`src/hw/rtl/crfc_pkg.sv`:
```
// Shared types and constants for the receive-side connection flow-control core.
// Holds the payload structs, event and status codes, and the register index map.
// No dependencies.
package crfc_pkg;

    localparam int OFFSET_BITS    = 62;
    localparam int TIME_BITS      = 48;
    localparam int RTT_BITS       = 24;
    localparam int FREQ_BITS      = 8;
    localparam int FUNC_BITS      = 3;
    localparam int STATUS_BITS    = 2;
    localparam int CFG_INDEX_BITS = 3;
    localparam int CFG_DATA_BITS  = OFFSET_BITS;

    localparam logic [OFFSET_BITS-1:0] OFFSET_MAX = '1;
    localparam logic [OFFSET_BITS-1:0] INITIAL_WINDOW_RESET = OFFSET_BITS'(1048576);
    localparam logic [FREQ_BITS-1:0]   RTT_FREQUENCY_RESET    = FREQ_BITS'(1);
    localparam logic [FREQ_BITS-1:0]   WINDOW_FREQUENCY_RESET = FREQ_BITS'(2);

    typedef enum logic [FUNC_BITS-1:0] {
        FUNC_DATA_OBSERVED = 3'd0,
        FUNC_BYTES_READ    = 3'd1,
        FUNC_UPDATE_SENT   = 3'd2,
        FUNC_UPDATE_LOST   = 3'd3,
        FUNC_PEER_BLOCKED  = 3'd4
    } func_t;

    typedef enum logic [STATUS_BITS-1:0] {
        STATUS_OK        = 2'd0,
        STATUS_VIOLATION = 2'd1,
        STATUS_OVERFLOW  = 2'd2
    } status_t;

    typedef enum logic [CFG_INDEX_BITS-1:0] {
        CFG_INITIAL_WINDOW       = 3'd0,
        CFG_RTT_FREQUENCY        = 3'd1,
        CFG_WINDOW_FREQUENCY     = 3'd2,
        CFG_DISABLE_TIME_UPDATES = 3'd3,
        CFG_AUTOTUNE             = 3'd4
    } cfg_index_t;

    typedef struct packed {
        logic [FUNC_BITS-1:0]   func;
        logic [OFFSET_BITS-1:0] amount;
        logic [OFFSET_BITS-1:0] prior_offset;
        logic [TIME_BITS-1:0]   now_us;
        logic [RTT_BITS-1:0]    rtt_us;
    } in_item_t;

    typedef struct packed {
        logic [STATUS_BITS-1:0] status;
        logic                   update_pending;
        logic [OFFSET_BITS-1:0] max_data_value;
        logic [OFFSET_BITS-1:0] receive_credit;
    } out_item_t;

    typedef struct packed {
        logic [OFFSET_BITS-1:0] initial_window;
        logic [FREQ_BITS-1:0]   rtt_frequency;
        logic [FREQ_BITS-1:0]   window_frequency;
        logic                   disable_time_updates;
        logic                   autotune;
    } cfg_t;

    typedef struct packed {
        logic [OFFSET_BITS-1:0] read_total;
        logic [OFFSET_BITS-1:0] observed_total;
        logic [OFFSET_BITS-1:0] advertised_limit;
        logic [OFFSET_BITS-1:0] window_size;
        logic [TIME_BITS-1:0]   last_update_time;
        logic                   has_last_update;
        logic                   pending_flag;
    } flow_state_t;

    // Saturating add at the offset width.
    function automatic logic [OFFSET_BITS-1:0] sat_add(
        input logic [OFFSET_BITS-1:0] a,
        input logic [OFFSET_BITS-1:0] b
    );
        logic [OFFSET_BITS:0] s;
        s = {1'b0, a} + {1'b0, b};
        return s[OFFSET_BITS] ? OFFSET_MAX : s[OFFSET_BITS-1:0];
    endfunction

endpackage

```
`src/hw/rtl/crfc_update.sv`:
```
// Next-state and result logic for one flow-control event.
// Purely combinational; uses crfc_pkg.
module crfc_update
    import crfc_pkg::*;
(
    input  cfg_t        cfg,
    input  flow_state_t cur,
    input  in_item_t    item,
    output flow_state_t nxt,
    output out_item_t   result
);

    localparam int PROD_BITS = FREQ_BITS + RTT_BITS;
    localparam int CMP_BITS  = (TIME_BITS > PROD_BITS) ? TIME_BITS : PROD_BITS;

    logic [OFFSET_BITS-1:0]           diff;
    logic [OFFSET_BITS:0]             obs_sum;
    logic [OFFSET_BITS:0]             read_sum;
    logic [OFFSET_BITS-1:0]           read_new;
    logic [TIME_BITS-1:0]             elapsed;
    logic                             time_after;
    logic [PROD_BITS-1:0]             rtt_limit;
    logic                             time_due;
    logic [OFFSET_BITS-1:0]           remaining;
    logic [OFFSET_BITS-1:0]           consumed;
    logic [OFFSET_BITS+FREQ_BITS-1:0] consumed_scaled;
    logic                             window_due;
    logic                             update_due;
    logic                             fast_update;
    logic [OFFSET_BITS-1:0]           window_doubled;
    logic [OFFSET_BITS-1:0]           max_sum;
    status_t                          status;

    always_comb begin
        diff     = (item.amount > item.prior_offset) ? item.amount - item.prior_offset : '0;
        obs_sum  = {1'b0, cur.observed_total} + {1'b0, diff};
        read_sum = {1'b0, cur.read_total} + {1'b0, item.amount};
        read_new = read_sum[OFFSET_BITS-1:0];

        elapsed    = item.now_us - cur.last_update_time;
        time_after = cur.has_last_update && (item.now_us > cur.last_update_time);
        rtt_limit  = PROD_BITS'(cfg.rtt_frequency) * PROD_BITS'(item.rtt_us);
        time_due   = !cfg.disable_time_updates && !cfg.autotune && time_after &&
                     (CMP_BITS'(elapsed) > CMP_BITS'(rtt_limit));

        // consumed > window / freq  is the same as  consumed * freq > window
        remaining       = (cur.advertised_limit > read_new) ?
                          cur.advertised_limit - read_new : '0;
        consumed        = cur.window_size - remaining;
        consumed_scaled = (OFFSET_BITS+FREQ_BITS)'(consumed) *
                          (OFFSET_BITS+FREQ_BITS)'(cfg.window_frequency);
        window_due      = (remaining <= cur.window_size) && (cfg.window_frequency != '0) &&
                          (consumed_scaled > (OFFSET_BITS+FREQ_BITS)'(cur.window_size));

        update_due = (sat_add(read_new, cur.window_size) != cur.advertised_limit) &&
                     (time_due || window_due);

        fast_update    = time_after && (item.rtt_us != '0) &&
                         (CMP_BITS'(elapsed) < CMP_BITS'({item.rtt_us, 1'b0}));
        window_doubled = (cur.window_size > (OFFSET_MAX >> 1)) ? OFFSET_MAX :
                         {cur.window_size[OFFSET_BITS-2:0], 1'b0};

        nxt    = cur;
        status = STATUS_OK;
        unique case (func_t'(item.func))
            FUNC_DATA_OBSERVED: begin
                if (obs_sum[OFFSET_BITS]) begin
                    status = STATUS_OVERFLOW;
                end else if (obs_sum[OFFSET_BITS-1:0] > cur.advertised_limit) begin
                    status = STATUS_VIOLATION;
                end else begin
                    nxt.observed_total = obs_sum[OFFSET_BITS-1:0];
                end
            end
            FUNC_BYTES_READ: begin
                if (read_sum[OFFSET_BITS]) begin
                    status = STATUS_OVERFLOW;
                end else begin
                    nxt.read_total = read_new;
                    if (!cur.pending_flag && update_due) begin
                        nxt.pending_flag = 1'b1;
                        if (cfg.autotune && fast_update) begin
                            nxt.window_size = window_doubled;
                        end
                    end
                end
            end
            FUNC_UPDATE_SENT: begin
                nxt.advertised_limit = item.amount;
                nxt.last_update_time = item.now_us;
                nxt.has_last_update  = 1'b1;
                nxt.pending_flag     = 1'b0;
            end
            FUNC_UPDATE_LOST, FUNC_PEER_BLOCKED: begin
                nxt.pending_flag = 1'b1;
            end
            default: begin
            end
        endcase

        max_sum = sat_add(nxt.read_total, nxt.window_size);
        if (nxt.advertised_limit > max_sum) begin
            max_sum = nxt.advertised_limit;
        end

        result.status         = status;
        result.update_pending = nxt.pending_flag;
        result.max_data_value = max_sum;
        result.receive_credit = (nxt.advertised_limit > nxt.read_total) ?
                                nxt.advertised_limit - nxt.read_total : '0;
    end

endmodule

```
`src/hw/rtl/conn_receive_flow_control_core.sv`:
```
// Top level of the receive-side connection flow-control core.
// Input register, event logic (crfc_update), result register; uses crfc_pkg.
//
//   port group   direction  handshake            payload
//   s_           in         s_valid / s_ready    s_data  (in_item_t)
//   m_           out        m_valid / m_ready    m_data  (out_item_t)
//   cfg_         in         cfg_valid/cfg_ready  cfg_index, cfg_data
//
// One event per cycle while the result is not stalled: an event is captured in
// the input register, is processed in a single pass against the counter state
// and lands in the result register.
// The counter state updates on the same edge as the result register, so the next
// event sees it at once. A stalled result holds the input register, which holds s_ready.
// Reset is synchronous; the configuration port is always ready.
module conn_receive_flow_control_core
    import crfc_pkg::*;
(
    input  logic                      aclk,
    input  logic                      aresetn,
    input  logic                      s_valid,
    output logic                      s_ready,
    input  in_item_t                  s_data,
    output logic                      m_valid,
    input  logic                      m_ready,
    output out_item_t                 m_data,
    input  logic                      cfg_valid,
    output logic                      cfg_ready,
    input  logic [CFG_INDEX_BITS-1:0] cfg_index,
    input  logic [CFG_DATA_BITS-1:0]  cfg_data
);

    logic        in_valid_reg;
    in_item_t    in_item_reg;
    logic        out_valid_reg;
    out_item_t   out_item_reg;
    cfg_t        cfg_reg;
    flow_state_t state_reg;
    flow_state_t state_next;
    out_item_t   result_next;
    logic        advance;
    logic        cfg_write;

    crfc_update u_update (
        .cfg    (cfg_reg),
        .cur    (state_reg),
        .item   (in_item_reg),
        .nxt    (state_next),
        .result (result_next)
    );

    assign advance   = in_valid_reg && (!out_valid_reg || m_ready);
    assign s_ready   = !in_valid_reg || advance;
    assign m_valid   = out_valid_reg;
    assign m_data    = out_item_reg;
    assign cfg_ready = 1'b1;
    assign cfg_write = cfg_valid && cfg_ready;

    always_ff @(posedge aclk) begin
        if (!aresetn) begin
            in_valid_reg  <= 1'b0;
            out_valid_reg <= 1'b0;
        end else begin
            if (s_valid && s_ready) begin
                in_valid_reg <= 1'b1;
            end else if (advance) begin
                in_valid_reg <= 1'b0;
            end
            if (advance) begin
                out_valid_reg <= 1'b1;
            end else if (m_ready) begin
                out_valid_reg <= 1'b0;
            end
        end
    end

    always_ff @(posedge aclk) begin
        if (s_valid && s_ready) begin
            in_item_reg <= s_data;
        end
        if (advance) begin
            out_item_reg <= result_next;
        end
    end

    // Counter state and configuration; a write of the initial window reloads both limits.
    always_ff @(posedge aclk) begin
        if (!aresetn) begin
            cfg_reg.initial_window       <= INITIAL_WINDOW_RESET;
            cfg_reg.rtt_frequency        <= RTT_FREQUENCY_RESET;
            cfg_reg.window_frequency     <= WINDOW_FREQUENCY_RESET;
            cfg_reg.disable_time_updates <= 1'b0;
            cfg_reg.autotune             <= 1'b0;
            state_reg.read_total         <= '0;
            state_reg.observed_total     <= '0;
            state_reg.advertised_limit   <= INITIAL_WINDOW_RESET;
            state_reg.window_size        <= INITIAL_WINDOW_RESET;
            state_reg.last_update_time   <= '0;
            state_reg.has_last_update    <= 1'b0;
            state_reg.pending_flag       <= 1'b0;
        end else begin
            if (advance) begin
                state_reg <= state_next;
            end
            if (cfg_write) begin
                unique case (cfg_index)
                    CFG_INITIAL_WINDOW: begin
                        cfg_reg.initial_window     <= cfg_data[OFFSET_BITS-1:0];
                        state_reg.window_size      <= cfg_data[OFFSET_BITS-1:0];
                        state_reg.advertised_limit <= cfg_data[OFFSET_BITS-1:0];
                    end
                    CFG_RTT_FREQUENCY: begin
                        cfg_reg.rtt_frequency <= cfg_data[FREQ_BITS-1:0];
                    end
                    CFG_WINDOW_FREQUENCY: begin
                        cfg_reg.window_frequency <= cfg_data[FREQ_BITS-1:0];
                    end
                    CFG_DISABLE_TIME_UPDATES: begin
                        cfg_reg.disable_time_updates <= cfg_data[0];
                    end
                    CFG_AUTOTUNE: begin
                        cfg_reg.autotune <= cfg_data[0];
                    end
                    default: begin
                    end
                endcase
            end
        end
    end

endmodule

```
`config.mk`:
```
export PLATFORM = sky130hd
export DESIGN_NAME = conn_receive_flow_control_core
export DESIGN_NICKNAME = d
export VERILOG_FILES = /design/src/hw/rtl/crfc_pkg.sv /design/src/hw/rtl/crfc_update.sv /design/src/hw/rtl/conn_receive_flow_control_core.sv
export SDC_FILE = /design/constraint.sdc
export NUM_CORES = 2
export LEC_CHECK = 0
export BUFFER_PORTS_ARGS = -buffer_cell sky130_fd_sc_hd__buf_4
export CORE_AREA = 2 2 324 487
export CTS_BUF_LIST = sky130_fd_sc_hd__clkbuf_8
export DETAILED_ROUTE_END_ITERATION = 12
export DIE_AREA = 0 0 326 489
export PLACE_DENSITY_LB_ADDON = 0.12
export SYNTH_ARGS = -nofsm -noshare
export SYNTH_HDL_FRONTEND = slang
export SYNTH_SLANG_ARGS = --single-unit
```
`constraint.sdc`:
```
create_clock -name aclk -period 69.5 [get_ports aclk]
set_input_delay 3.475 -clock aclk [delete_from_list [all_inputs] [get_ports aclk]]
set_output_delay 3.475 -clock aclk [all_outputs]
set_load 0.005 [all_outputs]
```
# After elaboration in Yosys (flattened, before gate mapping)
# Index checks and enable logic that the tools add are counted.
# Widths: inputs -> output; s select.
[totals] romBits=0 input_bits=269 wordCells=117 latchBits=0 out_inout_bits=130 n_memories=0 reg_bits=644 mem_bits_rw=0
[classes] n_shift=0 magnitude_cmp=11 mux=28 div_mod_pow=0 multipliers=2 eq_ne=9 n_bitwise=2 reduce_logical=34 addsub=9
[ops] operator="$mux 62" count=13
[ops] operator="$gt 62x62->1" count=5
[ops] operator="$add 62x62->63" count=4
[ops] operator="$mux 124" count=2
[ops] operator="$sub 62x62->62" count=4
[ops] operator="$mux 174" count=1
[ops] operator="$gt 70x62->1" count=1
[ops] operator="$mul 62x8->70" count=1
[ops] operator="$gt 62x61->1 const B" count=1
[ops] operator="$le 62x62->1" count=1
[ops] operator="$ne 62x62->1" count=1
[ops] operator="$mux 49" count=1
[ops] operator="$gt 48x32->1" count=1
[ops] operator="$gt 48x48->1" count=1
[ops] operator="$lt 48x25->1" count=1
[ops] operator="$sub 48x48->48" count=1
[ops] operator="$mul 8x24->32" count=1
[ops] operator="$reduce_bool 24->1" count=1
[ops] operator="$logic_and 1x1->1" count=13
[ops] operator="$eq 3x2->1 const B" count=4
[ops] operator="$reduce_and 2->1" count=5
[ops] operator="$reduce_bool 8->1" count=1
[ops] operator="$mux 1" count=7
[ops] operator="$eq 3x1->1 const B" count=2
[ops] operator="11 further kinds" count=22

# Logic depth before layout (Yosys ltp)
[depth] word_depth=17 ltp_mapped=126 ltp_nobuf=117

# By module
# Synthesis repeated with hierarchy kept, for this count alone.
[hier_totals] cells_unflattened=10784 area_unflattened_um2=87059.7
[by_module_without_submodules] mod="crfc_update" area_per_inst_um2=62668.9 instances=1 seq_area_each_um2=0.0 cells_per_inst=8679
[by_module_without_submodules] mod="conn_receive_flow_control_core" area_per_inst_um2=24390.9 instances=1 seq_area_each_um2=17396.7 cells_per_inst=2105

# Worst setup path before layout
# No wires, ideal clock.
[synth_path] path_kind="register to register" from="register in_item_reg[135] in the netlist's numbering" to="register out_item_reg, in the netlist m_data[100] (data pin)" synth_period_minus_slack_ps=23537 setup_ps=279 path_stages_with_launch=126 required_time_ps=69221 n_path_buf=9 arrival_ps=23258 setup_slack_ps=45963 cell_sequence="edfxtp_1 ha_1 a21o_1 a21oi_1 o211ai_1 a31o_2 a31oi_1 o21bai_1 a21oi_1 nor2b_1 o31a_1 or2_2 a21oi_1 o21ai_0 a21oi_1 xnor2_1 inv_1 ha_1 [90 not listed] nor2b_1 o21a_1 o21a_1 o21a_1 o21a_1 o21ai_0 a21oi_1 o211ai_1 a21oi_1 a211oi_1 o21ai_0 a221o_1 a21o_1 a21oi_1 a41oi_1 buf_1 clkbuf_1 mux2i_1"
[synth_lines] element="from (decl)" line_no="conn_receive_flow_control_core.sv:33" rtl="in_item_t in_item_reg;"
[synth_lines] element="from (signal assigned)" line_no="conn_receive_flow_control_core.sv:78" rtl="in_item_reg <= s_data;"
[synth_lines] element="to (signal assigned)" line_no="conn_receive_flow_control_core.sv:81" rtl="out_item_reg <= result_next;"
[synth_lines] element="to (decl)" line_no="conn_receive_flow_control_core.sv:35" rtl="out_item_t out_item_reg;"

==> results.ini <==
[synthesis]
synth_seq_area_share=0.190
ys_ff_latch=644
synth_area_per_cell_um2=8.18
syn_nets=12088
synth_flop_cell=edfxtp_1
synth_cell_types=103
ys_async_sr_fraction=0
synth_edf_count=326
syn_area_um2=85000
synth_top_area_share=0.136
yosysTopAreaCell=ha_1
synth_area_leaders=ha_1, fa_1, edfxtp_1, dfxtp_1, a21oi_1
yosysWarnings=0
syn_inst=10392

[worst_setup_path]
cp-start-kind=flop
worst-path-max-fanout=53
slowest_stage=a211oi_1
cp_slowest_stage_delay_ns=0.75
endpoint_kind=flop
cpMostUsedCell=a21oi_1
path_class=flop to flop
worstPathArrival_ns=30.46
cp.required_ns=70.13
ff2ff_path_depth=109

[layout]
fin_nets=12279
largest_reg_flops=298
final_common_cell=inv_1
fillCellCount=14170
areaGrowthSynthToFinish_pct=8.77
final_cell_mix=inv_1, ha_1, nor2_1
drive_above_1_share=0.0721

[job]
maxCapViolCount=0

[timing]
fin_tns_setup_ns=0
rsz0062_at_grt=no
fin_skew_ns=0.0946
relSlewSlack=0.0482
fin_crit_ns=29.83
max_clock_freq_mhz=33.5
tightest_slew_ns=1.42
slew_violations=0
finalHoldViolCount=0
finalCritPeriodShare=0.429
setup_viol=0

[clock_network]
h-tree-depth=3
cts_resized=0
cts_buffers=110
clock_latency_ns=0.94
path_clk_slew_ns=0.06
cts_tree=yes
ctsRootBufferMaster=clkbuf_8
cts_hold_buf=0
clock_sinks=644
clockBufferDepth=3
post_cts_buffers=0

[routing]
drt_wl_total_um=325000
ant_nets=0
num_vias=80123
vias_per_cell=6.28
wl_per_cell_um=25.5
initialDrtViolationCount=7559
dr.pass1.iters=8
drc_errors=0

[grt]
grt_max_degree=203
grt_use_met1=0.494
grt_most_used_layer=met2
grt.total_usage=0.398
grt_pass1_wl_um=483000
antenna_found_initial=6
grt_overflow_total=0
grt_use_met2=0.654
use_met3=0.0493
grt_pass1_vias=78791

[power_and_ir_drop]
p_per_area_nw_per_um2=23.8
report.power.total_mw=2.20
ir_worst_vdd_mv=0.0195
power_leakage_nw=44.4

[hold_path]
hold_path.class=flop to flop
whs_path_depth=2

[die]
core_um2=156000
die_w_um=326
ios=399
die_h_um=489
fp-row-count=178
die_area_um2=159000
start_util=0.546

[place]
dpl.hpwl_um=267000
place.gp.congestion=1.05
place.port_buffers=397

[run_status]
status=finished clean

[kinds of logic (layout without fill, tap and decap cells)]
logic type | Yosys count | count (layout) | share of synthesized area
other | 1 | 8 | 0.0000441
buffers and inverters | 1507 | 1794 | 0.0680
muxes | 333 | 333 | 0.0393
adders and majority gates | 1427 | 1427 | 0.254
xor gates and xnor gates | 569 | 569 | 0.0588
AOI/OAI and AO/OA | 2656 | 2656 | 0.204
and+or+nand+nor | 3255 | 3255 | 0.185
DFF | 644 | 644 | 0.190
[critical path, delay by kind of cell (launching register included)]
kind | cells | cell delay, ns
flip-flops | 1 | 0.43
AND/OR/NAND/NOR | 21 | 5.35
buffers and inverters | 8 | 1.52
AO/OA/AOI/OAI | 62 | 15.59
adder cells (fa/ha/maj) | 13 | 5.04
multiplexers | 2 | 0.38
XOR/XNOR | 3 | 1.07
[power breakdown]
group	total, mW	internal (mW)	leakage, nW	switching, mW
Clock	0.426	0.236	1.44	0.190
Sequential	0.456	0.428	5.76	0.0282
Combinational	1.32	0.488	37.2	0.833
Total	2.20	1.15	44.4	1.05
[metal layers]
layer  vias up  share of wire  wire length [µm]
li1      36669              -                 -
met1     39076           0.39            126000
met2      3676           0.46            150000
met3       702          0.076             24800
met4         0          0.075             24500
met5         -              0                 0
[cell usage after synthesis, drive strengths merged (62+ instances only)]
cell type	instances
nand3	202
a211oi	165
nor2b	135
o31a	73
clkbuf	360
xor2	189
nand2	834
and3	85
edfxtp	326
o21ai	420
inv	1095
xnor2	379
nor2	913
fa	501
a21o	439
o21a	91
nand2b	119
and2	479
a31oi	76
o21bai	128
o311a	62
nor3	124
a21oi	858
ha	926
dfxtp	318
mux2i	327
nand4	164
[final timing paths]
path,from,endpoint,slack [ns]
max,in_item_reg[134],m_data[110],39.67
min,state_reg[40],state_reg[40],0.45
min reg2reg,state_reg[40],state_reg[40],0.45
max reg2reg,in_item_reg[134],m_data[110],39.67
[per-stage QoR]
stage,instances,setup slack (ns),instance area [µm²],hold WS (ns),util
2_1_floorplan,10392,45.96,85000,0.436,-
3_3_place_gp,12540,40.87,89800,0.442,0.577
3_5_place_dp,12540,40.37,89800,0.446,0.577
4_1_cts,12748,40.28,92400,0.455,0.594
5_1_grt,12753,38.61,92400,0.477,0.594
6_report,12756,39.67,92400,0.454,0.594
[final cells by class]
cell class                      count  area, µm²  area share
Multi-Input combinational cell   8241      63200       0.683
Timing Repair Buffer              491       3720      0.0403
Clock inverter                     82        912     0.00987
Tap cell                         2070       2590      0.0280
Clock buffer                      126       1730      0.0188
Antenna cell                        7       17.5    0.000190
Sequential cell                   644      16200       0.175
Inverter                         1095       4130      0.0446
No activity file was read; power rests on OpenSTA's default activity.
